## src/rtl/core/fsp_pkg.sv

```systemverilog
// Shared types and constants for the format spec parser.
package fsp_pkg;

    localparam int unsigned CharW  = 8;
    localparam int unsigned ValueW = 32;
    localparam int unsigned ModW   = 4;
    localparam int unsigned FlagN  = 5;

    localparam logic [ValueW-1:0] SAT_MAX   = 32'h7FFF_FFFF;
    localparam logic [ValueW-1:0] MINUS_ONE = 32'hFFFF_FFFF;
    localparam logic [ValueW-1:0] NEG_MIN   = 32'h8000_0000;
    // largest accumulator that can take one more digit without overflow
    localparam logic [ValueW-1:0] DIGIT_LIMIT = 32'd214748364;

    // characters
    localparam logic [CharW-1:0] CH_NUL   = 8'h00;
    localparam logic [CharW-1:0] CH_PLUS  = 8'h2B;
    localparam logic [CharW-1:0] CH_MINUS = 8'h2D;
    localparam logic [CharW-1:0] CH_ZERO  = 8'h30;
    localparam logic [CharW-1:0] CH_NINE  = 8'h39;
    localparam logic [CharW-1:0] CH_HASH  = 8'h23;
    localparam logic [CharW-1:0] CH_SPACE = 8'h20;
    localparam logic [CharW-1:0] CH_STAR  = 8'h2A;
    localparam logic [CharW-1:0] CH_DOT   = 8'h2E;
    localparam logic [CharW-1:0] CH_H     = 8'h68;
    localparam logic [CharW-1:0] CH_L     = 8'h6C;
    localparam logic [CharW-1:0] CH_J     = 8'h6A;
    localparam logic [CharW-1:0] CH_Z     = 8'h7A;

    // flag bit positions
    localparam int unsigned FL_PLUS  = 0;
    localparam int unsigned FL_MINUS = 1;
    localparam int unsigned FL_ZERO  = 2;
    localparam int unsigned FL_HASH  = 3;
    localparam int unsigned FL_SPACE = 4;

    // length modifier codes; the doubled form is the single code plus one
    localparam logic [ModW-1:0] MOD_NONE = 4'd0;
    localparam logic [ModW-1:0] MOD_H    = 4'd1;
    localparam logic [ModW-1:0] MOD_L    = 4'd3;
    localparam logic [ModW-1:0] MOD_J    = 4'd5;
    localparam logic [ModW-1:0] MOD_Z    = 4'd7;

    typedef struct packed {
        logic [ValueW-1:0] arg_value;
        logic              starts_spec;
        logic [CharW-1:0]  spec_char;
    } fsp_item_t;

    typedef struct packed {
        logic              malformed;
        logic [CharW-1:0]  conversion_char;
        logic [ModW-1:0]   length_modifier;
        logic [ValueW-1:0] precision_value;
        logic [ValueW-1:0] field_width;
        logic              flag_space;
        logic              flag_hash;
        logic              flag_zero;
        logic              flag_minus;
        logic              flag_plus;
    } fsp_result_t;

endpackage

```

## src/rtl/core/fsp_sat_digit.sv

```systemverilog
// Saturating decimal accumulate: acc * 10 + digit, clamped at the positive maximum.
module fsp_sat_digit
(
    input  logic [fsp_pkg::ValueW-1:0] acc,
    input  logic [3:0]                 digit,
    output logic [fsp_pkg::ValueW-1:0] sum
);
    import fsp_pkg::*;

    logic over;

    assign over = (acc > DIGIT_LIMIT) || ((acc == DIGIT_LIMIT) && (digit > 4'd7));

    // times ten as two shifts and an add
    assign sum = over ? SAT_MAX
                      : ((acc << 3) + (acc << 1) + {{(ValueW-4){1'b0}}, digit});
endmodule

```

## src/rtl/core/fsp_parser.sv

```systemverilog
// Spec parsing state machine with its result register.
module fsp_parser
(
    input  logic                clk,
    input  logic                rst_n,
    input  logic                item_valid,
    input  fsp_pkg::fsp_item_t  item,
    output logic                item_take,
    output logic                res_valid,
    output fsp_pkg::fsp_result_t res,
    input  logic                res_ready
);
    import fsp_pkg::*;

    typedef enum logic [2:0] {
        PH_IDLE,
        PH_FLAGS,
        PH_WDIG,
        PH_WSKIP,
        PH_PSTART,
        PH_PDIG,
        PH_PSKIP,
        PH_MOD
    } phase_t;

    phase_t            phase_reg,     phase_next;
    logic [FlagN-1:0]  flag_set_reg,  flag_set_next;
    logic [ValueW-1:0] width_reg,     width_next;
    logic [ValueW-1:0] prec_reg,      prec_next;
    logic [ModW-1:0]   mod_reg,       mod_next;
    logic              res_valid_reg;
    fsp_result_t       res_reg,       res_next;
    logic              emit_next;

    logic [CharW-1:0]  c;
    logic [ValueW-1:0] arg;
    logic              neg;
    logic              is_dig;
    logic [FlagN-1:0]  fbit;
    logic [ModW-1:0]   kcode;
    logic [ValueW-1:0] dig_acc;
    logic [ValueW-1:0] dig_sum;

    assign c      = item.spec_char;
    assign arg    = item.arg_value;
    assign neg    = arg[ValueW-1];
    assign is_dig = (c >= CH_ZERO) && (c <= CH_NINE);

    always_comb
    begin
        case (c)
            CH_PLUS:  fbit = FlagN'(1) << FL_PLUS;
            CH_MINUS: fbit = FlagN'(1) << FL_MINUS;
            CH_ZERO:  fbit = FlagN'(1) << FL_ZERO;
            CH_HASH:  fbit = FlagN'(1) << FL_HASH;
            CH_SPACE: fbit = FlagN'(1) << FL_SPACE;
            default:  fbit = '0;
        endcase
    end

    always_comb
    begin
        case (c)
            CH_H:    kcode = MOD_H;
            CH_L:    kcode = MOD_L;
            CH_J:    kcode = MOD_J;
            CH_Z:    kcode = MOD_Z;
            default: kcode = MOD_NONE;
        endcase
    end

    // only one of the digit phases can be active for a given character
    assign dig_acc = (phase_reg == PH_PDIG) ? prec_reg : width_reg;

    fsp_sat_digit u_digit
    (
        .acc   (dig_acc),
        .digit (c[3:0]),
        .sum   (dig_sum)
    );

    // phases only move forward within one character, so the fall-through
    // chain is a fixed sequence of guarded blocks
    always_comb
    begin
        logic done;
        logic [CharW-1:0] conv;
        logic bad;

        phase_next    = phase_reg;
        flag_set_next = flag_set_reg;
        width_next    = width_reg;
        prec_next     = prec_reg;
        mod_next      = mod_reg;
        emit_next     = 1'b0;
        conv          = CH_NUL;
        bad           = 1'b0;
        done          = 1'b0;

        if (item.starts_spec)
        begin
            flag_set_next = '0;
            width_next    = MINUS_ONE;
            prec_next     = MINUS_ONE;
            mod_next      = MOD_NONE;
            phase_next    = PH_FLAGS;
            if (c == CH_NUL)
            begin
                emit_next  = 1'b1;
                phase_next = PH_IDLE;
                done       = 1'b1;
            end
        end

        if (!done && phase_next == PH_IDLE)
            done = 1'b1;

        if (!done && phase_next == PH_FLAGS)
        begin
            if (fbit != '0)
            begin
                flag_set_next = flag_set_next | fbit;
                done = 1'b1;
            end
            else if (c == CH_STAR)
            begin
                if (neg)
                begin
                    flag_set_next[FL_MINUS] = 1'b1;
                    width_next = (arg == NEG_MIN) ? SAT_MAX : (~arg + 1'b1);
                end
                else
                    width_next = arg;
                phase_next = PH_WSKIP;
                done = 1'b1;
            end
            else if (is_dig)
            begin
                width_next = {{(ValueW-4){1'b0}}, c[3:0]};
                phase_next = PH_WDIG;
                done = 1'b1;
            end
            else
            begin
                width_next = '0;
                phase_next = PH_WSKIP;
            end
        end

        if (!done && phase_next == PH_WDIG)
        begin
            if (is_dig)
            begin
                width_next = dig_sum;
                done = 1'b1;
            end
            else
                phase_next = PH_WSKIP;
        end

        if (!done && phase_next == PH_WSKIP)
        begin
            if (is_dig)
                done = 1'b1;
            else if (c == CH_DOT)
            begin
                phase_next = PH_PSTART;
                done = 1'b1;
            end
            else
                phase_next = PH_MOD;
        end

        if (!done && phase_next == PH_PSTART)
        begin
            if (c == CH_STAR)
            begin
                prec_next  = neg ? MINUS_ONE : arg;
                phase_next = PH_PSKIP;
                done = 1'b1;
            end
            else if (is_dig)
            begin
                prec_next  = {{(ValueW-4){1'b0}}, c[3:0]};
                phase_next = PH_PDIG;
                done = 1'b1;
            end
            else
            begin
                prec_next  = '0;
                phase_next = PH_MOD;
            end
        end

        if (!done && phase_next == PH_PDIG)
        begin
            if (is_dig)
            begin
                prec_next = dig_sum;
                done = 1'b1;
            end
            else
                phase_next = PH_MOD;
        end

        if (!done && phase_next == PH_PSKIP)
        begin
            if (is_dig)
                done = 1'b1;
            else
                phase_next = PH_MOD;
        end

        if (!done && phase_next == PH_MOD)
        begin
            if (kcode == MOD_NONE)
            begin
                emit_next  = 1'b1;
                conv       = c;
                phase_next = PH_IDLE;
            end
            else if (mod_next == MOD_NONE)
                mod_next = kcode;
            else if (mod_next == kcode)
                mod_next = kcode + 1'b1;
            else
            begin
                // third letter or mismatched pair
                emit_next  = 1'b1;
                bad        = 1'b1;
                phase_next = PH_IDLE;
            end
        end

        res_next.flag_plus       = flag_set_next[FL_PLUS];
        res_next.flag_minus      = flag_set_next[FL_MINUS];
        res_next.flag_zero       = flag_set_next[FL_ZERO];
        res_next.flag_hash       = flag_set_next[FL_HASH];
        res_next.flag_space      = flag_set_next[FL_SPACE];
        res_next.field_width     = width_next;
        res_next.precision_value = prec_next;
        res_next.length_modifier = mod_next;
        res_next.conversion_char = conv;
        res_next.malformed       = bad;
    end

    assign item_take = item_valid && (!res_valid_reg || res_ready);
    assign res_valid = res_valid_reg;
    assign res       = res_reg;

    always_ff @(posedge clk or negedge rst_n)
    begin
        if (!rst_n)
        begin
            phase_reg     <= PH_IDLE;
            flag_set_reg  <= '0;
            width_reg     <= MINUS_ONE;
            prec_reg      <= MINUS_ONE;
            mod_reg       <= MOD_NONE;
            res_valid_reg <= 1'b0;
        end
        else
        begin
            if (item_take)
            begin
                phase_reg    <= phase_next;
                flag_set_reg <= flag_set_next;
                width_reg    <= width_next;
                prec_reg     <= prec_next;
                mod_reg      <= mod_next;
            end
            if (item_take && emit_next)
            begin
                res_valid_reg <= 1'b1;
                res_reg       <= res_next;
            end
            else if (res_ready)
                res_valid_reg <= 1'b0;
        end
    end

    a_emit_goes_idle: assert property (@(posedge clk) disable iff (!rst_n)
        item_take && emit_next |=> phase_reg == PH_IDLE)
        else $error("phase not idle after a result");

    a_idle_no_emit: assert property (@(posedge clk) disable iff (!rst_n)
        item_take && !item.starts_spec && phase_reg == PH_IDLE |-> !emit_next)
        else $error("result from a character outside a spec");

    a_malformed_conv: assert property (@(posedge clk) disable iff (!rst_n)
        res_valid_reg && res_reg.malformed |-> res_reg.conversion_char == CH_NUL)
        else $error("malformed result carries a conversion character");

    a_width_floor: assert property (@(posedge clk) disable iff (!rst_n)
        res_valid_reg && res_reg.field_width[ValueW-1] |-> res_reg.field_width == MINUS_ONE)
        else $error("field width below minus one");

endmodule

```

## src/rtl/core/format_spec_parser.sv

```systemverilog
// Top level of the printf conversion spec parser, one character per request.
// Path: a taken character waits in the input register, is parsed into the result
// register when the parser takes it, and any result it closes is offered from there.
// Throughput: one character per cycle, set by the single parse stage between
// the input register and the result register; a result left waiting stalls intake.
// Reset: rst_n (async, active low) empties both registers and returns to idle.
module format_spec_parser
(
    input  logic        clk,
    input  logic        rst_n,
    input  logic        s_tvalid,
    output logic        s_tready,
    input  logic [39:0] s_tdata,   // [7:0] spec_char, [39:8] arg_value
    input  logic [0:0]  s_tuser,   // [0] starts_spec
    output logic        m_tvalid,
    input  logic        m_tready,
    output logic [87:0] m_tdata,   // [0] flag_plus, [1] flag_minus, [2] flag_zero,
                                   // [3] flag_hash, [4] flag_space, [36:5] field_width,
                                   // [68:37] precision_value, [72:69] length_modifier,
                                   // [80:73] conversion_char, [87:81] zero
    output logic [0:0]  m_tuser    // [0] malformed
);
    import fsp_pkg::*;

    logic        in_valid_reg;
    fsp_item_t   in_item_reg;
    logic        item_take;
    fsp_result_t res;

    // input register refills in the same cycle the parser drains it
    assign s_tready = !in_valid_reg || item_take;

    always_ff @(posedge clk or negedge rst_n)
    begin
        if (!rst_n)
            in_valid_reg <= 1'b0;
        else if (s_tready)
            in_valid_reg <= s_tvalid;
    end

    always_ff @(posedge clk)
    begin
        if (s_tready && s_tvalid)
        begin
            in_item_reg.spec_char   <= s_tdata[7:0];
            in_item_reg.arg_value   <= s_tdata[39:8];
            in_item_reg.starts_spec <= s_tuser[0];
        end
    end

    fsp_parser u_parser
    (
        .clk        (clk),
        .rst_n      (rst_n),
        .item_valid (in_valid_reg),
        .item       (in_item_reg),
        .item_take  (item_take),
        .res_valid  (m_tvalid),
        .res        (res),
        .res_ready  (m_tready)
    );

    assign m_tdata = {7'b0,
                      res.conversion_char,
                      res.length_modifier,
                      res.precision_value,
                      res.field_width,
                      res.flag_space,
                      res.flag_hash,
                      res.flag_zero,
                      res.flag_minus,
                      res.flag_plus};
    assign m_tuser = res.malformed;

endmodule

```

## config.mk

```make
export PLATFORM = sky130hd
export DESIGN_NAME = format_spec_parser
export DESIGN_NICKNAME = d
export VERILOG_FILES = /design/src/rtl/core/fsp_pkg.sv /design/src/rtl/core/fsp_sat_digit.sv /design/src/rtl/core/fsp_parser.sv /design/src/rtl/core/format_spec_parser.sv
export SDC_FILE = /design/constraint.sdc
export NUM_CORES = 1
export LEC_CHECK = 0
export BUFFER_PORTS_ARGS = -buffer_cell sky130_fd_sc_hd__buf_2
export CORE_AREA = 2 2 173 175
export CTS_CLUSTER_DIAMETER = 30
export CTS_CLUSTER_SIZE = 40
export DETAILED_ROUTE_END_ITERATION = 10
export DIE_AREA = 0 0 175 177
export MAX_ROUTING_LAYER = met4
export PLACE_DENSITY = 0.66
export REMOVE_ABC_BUFFERS = 1
export SYNTH_ARGS = -nofsm -noshare
export SYNTH_HDL_FRONTEND = slang
export SYNTH_HIERARCHICAL = 1
export SYNTH_SLANG_ARGS = --single-unit
```

## constraint.sdc

```tcl
create_clock -name clk -period 7.3 [get_ports clk]
set_clock_uncertainty 0.05 [all_clocks]
set_input_delay 0.365 -clock clk [delete_from_list [all_inputs] [get_ports clk]]
set_output_delay 0.365 -clock clk [all_outputs]
set_load 0.02 [all_outputs]
```

Word-level counts from Yosys, hierarchy flattened --
Index checks and enable logic that the tools add are counted. Widths: inputs -> output; s select.
Storage, ports and cells: bits in registers 201, bits of input ports 45, output and inout port bits 91, word-level logic and storage cells 167
Cells by class: add/subtract/negate cells 4, order comparisons 4, eq/ne operators 22, muxes and demuxes 79, bitwise gates (word level) 3, reduce and logical (&&, ||, !) cells 35
Operator list (count):
- $mux 32 | 16
- $mux 3 | 19
- $eq 8x6->1 const B | 7
- $add 32x1->32 const B | 1
- $add 32x32->32 | 1
- $add 32x4->32 | 1
- $eq 32x28->1 const B | 1
- $eq 32x32->1 const B | 1
- $eq 8x7->1 const B | 4
- $gt 32x28->1 const B | 1
- $mux 1 | 32
- $not 32->32 | 1
- $pmux 5 s5 | 1
- $mux 4 | 6
- $eq 3x3->1 const B | 5
- $logic_and 1x1->1 | 13
- $pmux 3 s4 | 1
- $logic_not 1->1 | 10
- $mux 5 | 2
- $ge 8x6->1 const B | 1
- $le 8x6->1 const B | 1
- $logic_not 4->1 | 2
- $logic_not 8->1 | 1
- $eq 3x2->1 const B | 2
- other kinds (13) | 17

Logic depth before layout (Yosys ltp) --
depth in word-level cells 30, depth in mapped cells 18, mapped depth without buffers 16

By module --
The synthesis kept the hierarchy.
By module, submodules not included:
- fsp_parser | times used 1, cells an instance 965, area an instance 9347.7 µm², seq. area each 4469.3 µm²
- fsp_sat_digit | times used 1, cells an instance 316, area an instance 2282.2 µm², seq. area each 0.0 µm²
- format_spec_parser | times used 1, cells an instance 53, area an instance 1341.3 µm², seq. area each 1256.2 µm²

Least setup slack after synthesis --
OpenSTA, ideal clock, no wires.
path kind flip-flop to flip-flop, start point reg in_item_reg[0] (netlist bit), end point reg u_parser.res_reg (netlist bit u_parser/res[0]) (enable), library setup time 550 ps, data arrival time 6400 ps, data required time 6700 ps, slack 300 ps, cell stages (with the launch flop) 9, path buffers 1, clock period less this slack 7000 ps, cells stage by stage edfxtp_1 -> clkbuf_1 -> and4b_1 -> a211oi_1 -> o211ai_1 -> a2111o_1 -> a31o_2 -> or2_2 -> a21oi_1
On the way: word-level cells in the longest chain between the ends 30, elaborated cells between the ends (all ways) 87, classes of those cells 2 x order compare; 19 x eq/ne; 43 x mux; 23 x reduce/logical
RTL lines:
- start, declared | line format_spec_parser.sv:26 | fsp_item_t in_item_reg;
- $logic_not 8->1 | line fsp_parser.sv:107 | if (c == CH_NUL)
- $mux 1 | line fsp_parser.sv:107
- $mux 3 or $mux 1 (tied branches) | line fsp_parser.sv:100 | if (item.starts_spec)
- $logic_not 3->1 or $logic_not 1->1 (tied branches) | line fsp_parser.sv:115 | if (!done && phase_next == PH_IDLE)
- $logic_and 1x1->1 | line fsp_parser.sv:115
- $mux 1 | line fsp_parser.sv:115
- $mux 1 | line fsp_parser.sv:137 | else if (is_dig)
- $mux 1 | line fsp_parser.sv:125 | else if (c == CH_STAR)
- (+14 left out)
- $eq 3x3->1 or $logic_not 1->1 (tied branches) | line fsp_parser.sv:206 | if (!done && phase_next == PH_PSKIP)
- $logic_and 1x1->1 | line fsp_parser.sv:206
- $mux 3 or $mux 1 (tied branches) | line fsp_parser.sv:206
- $eq 3x3->1 or $logic_not 1->1 (tied branches) | line fsp_parser.sv:214 | if (!done && phase_next == PH_MOD)
- $logic_and 1x1->1 | line fsp_parser.sv:214
- $mux 1 (*) | line fsp_parser.sv:214
- $logic_and 1x1->1 (*) | line fsp_parser.sv:272 | if (item_take && emit_next)
- $reduce_and 2->1 (no line) (*)
- end signal, assigned | line fsp_parser.sv:275 | res_reg <= res_next;
- end, declared | line fsp_parser.sv:32 | fsp_result_t res_reg, res_next;
Mark *: on every way between the ends. The rest lies on a longest branch, timed or not. A chain may end at the register's enable or synchronous reset.

==> qor.yml <==
fin_area_um2: 15900
pwr_density_cell_nw_per_um2: 510.8
netlist.top_cell.by_area: "edfxtp_1"
synth_common_cells: "146 x nand2_1, 123 x edfxtp_1, 120 x nor2_1, 101 x o21ai_0, 68 x mux2_2"
critPathKind: "register to register"
ant_nets: 0
rsz0062_at_grt: "no"
clockBufferDepth: 3
netlist_area_um2: 12970
synthFlopType: "edfxtp_1"
cts_tree: "yes"
placed_cell_area_um2: 13920
drt_iter0_drc: 1006
core_area_um2: 29240
postCtsSetupBuffers: 0
die_x_um: 175
die_h_um: 177
synth-async-reset-ratio: 0.3881
crit_arrival_ns: 5.19
grt_max_degree: 67
nNetsFinal: 1599
status: "finished, final reports clean"
fin_crit_sh: 0.6573
wl_met1_um: 18060
worst_ep_required_time_ns: 7.69
synth-seq-cells: 201
yosys.cell_types.count: 92
io_buffers: 128
netlist.area_leader.share: 0.2847
yosys_warnings: 6
wl_met3_um: 2896
synth.most_common_cell: "nand2_1"
ios: 136
rows: 63
slew_viol_final: 0
htree_levels: 2
dp_hpwl_um: 27100
synthCells: 1334
critPathBufInv: 2
min_period_ns: 4.798
cp_max_fo: 8
die-area_um2: 30980
cts.sinks: 201
antenna_cells: 0
cpMaxStageDelayCell: "fa_1"
hp-class: "input pin to register"
path_clk_slew_ns: 0.05
crit_family: "compound AO/OA/AOI/OAI gates"
hold_viol_final: 0
relSlewSlack: 0.1391
synth_edf_count: 123
power_leakage_uw: 0.005967
synth_area_leaders: "edfxtp_1 28%, dfstp_2 13%, mux2_2 5.9%"
start_util: 0.4435
grt_pass1_wl_um: 63060
grtUsageTotal: 0.2662
fin_tns_setup_ns: 0
crit_chain: "nand3b_1 > mux2_2 > inv_1 > fa_1 > inv_1 > ha_1 > a211o_1 > a211o_1 > a222oi_1 > o21ai_2 > a21oi_1 > xor2_1 > nand2_1 > o22a_2 > mux2_1"
antenna_found_initial: 0
syn_avg_cell_area_um2: 9.724
finalSetupViolations: 0
ctsRootBufferMaster: "clkbuf_16"
area.growth.synth_to_final_pct: 22.58
critPathMaxStageDelay_ns: 0.58
critPathLaunchType: "register"
gp_congestion: 0.9682
wirelength_um: 40610
drive_gt1_frac: 0.2601
grt.overflow.total: 0
ir_worst_vdd_uv: 262.1
end_kind: "register"
via_per_inst: 6.108
grt_pass1_vias: 11310
clock.fmax_mhz: 208.4
firstDrtPassIters: 6
wl_per_cell_um: 21.15
worst_slew_pin_slew_ns: 1.287
clock_latency_ns: 0.54
ys_seq_area_frac: 0.4414
cts_made_buffers: 46
drc_errors: 0
maxCapViolations: 0
via_count: 11730
dr.max_layer_used: "met4"
met2_length_um: 18650
largest_reg_flops: 82
==> tightest hold or removal path: stages <==
cell      delay, ns
buf_2          0.07
nand2b_1       0.13
a31oi_1        0.09
==> logic make-up after synthesis <==
group	share of synthesized area
adder cells (fa/ha/maj)	0.06096
buffers and inverters	0.03752
AO/OA/AOI/OAI	0.2165
other	0.0002891
flip-flops	0.4414
multiplexers	0.06222
AND/OR/NAND/NOR	0.1656
XOR/XNOR	0.01553
==> worst paths after layout <==
check	start	slack (ns)	end	cells after the start
max in group asynchronous	rst_n	5.85	u_parser/prec_reg[30]	3
min	m_tready	0.13	u_parser/res_valid	3
min reg2reg	u_parser/width_reg[22]	0.46	u_parser/width_reg[22]	2
max	u_parser/phase_reg[1]	2.50	u_parser/width_reg[29]	15
max reg2reg	u_parser/phase_reg[1]	2.50	u_parser/width_reg[29]	15
min in group asynchronous	rst_n	0.32	u_parser/flag_set_reg[2]	2
==> area by class of cell <==
class | instances | area [um2]
Sequential cell | 201 | 5725
Inverter | 24 | 91.34
Clock buffer | 52 | 1184
Multi-Input combinational cell | 1026 | 6812
Fill cell | 2570 | 13340
Clock inverter | 34 | 361.6
Timing Repair Buffer | 193 | 1239
Tap cell | 390 | 488.0
==> cells in the final DEF, fill, tap and decap left out, types with 9 or more instances in the layout <==
master	synthesis	layout
nor3_1	33	33
a31oi_1	52	52
clkbuf_16	0	46
mux2_2	68	68
buf_2	5	127
dfstp_2	64	64
clkinvlp_4	0	9
o311ai_0	31	31
a21o_1	14	14
inv_1	23	22
or3_1	13	13
nand2b_1	14	14
buf_4	7	23
nand2_1	146	146
o21a_1	18	18
ha_1	60	60
dfrtp_1	14	14
nor4_1	11	10
nand4_1	11	11
dlygate4sd3_1	0	43
a21oi_1	67	66
o21ai_0	101	101
xnor2_1	17	17
nor2b_1	11	11
o211ai_1	22	22
edfxtp_1	123	123
nor2_1	120	120
nand3_1	27	27
a211oi_1	9	9
and2_1	12	11
==> stage by stage <==
step	worst slack (ns)	std cells	total power [uW]	util	hold WS [ns]
after CTS	2.574	1920	8068	0.5437	0.1043
after floorplan	-0.2533	1251	4914	-	0.01941
after global routing	2.319	1920	8631	0.5437	0.1368
after detailed placement	2.594	1791	5970	0.4761	0.3358
after global placement	2.673	1791	5970	0.4761	0.3332
final	2.502	1920	8122	0.5437	0.1256
==> layer usage <==
metal	vias up	track usage
li1	5398	-
met1	5705	0.3516
met2	533	0.4261
met3	92	0.03952
met4	0	0.08021
met5	-	-
==> power breakdown <==
| group | switching (uW) | total (uW) | internal (uW) |
|---|---|---|---|
| Sequential | 224 | 1910 | 1690 |
| Clock | 673 | 2020 | 1350 |
| Combinational | 2550 | 4190 | 1640 |
| Total | 3440 | 8120 | 4680 |
==> repair_timing <==
item	4_1_cts	5_1_grt
resized for setup	0	0
hold buffers	43	0
endpoints found under the hold margin	46	0
setup endpoints to repair	0	0
Power figures use the tool's default switching activity.
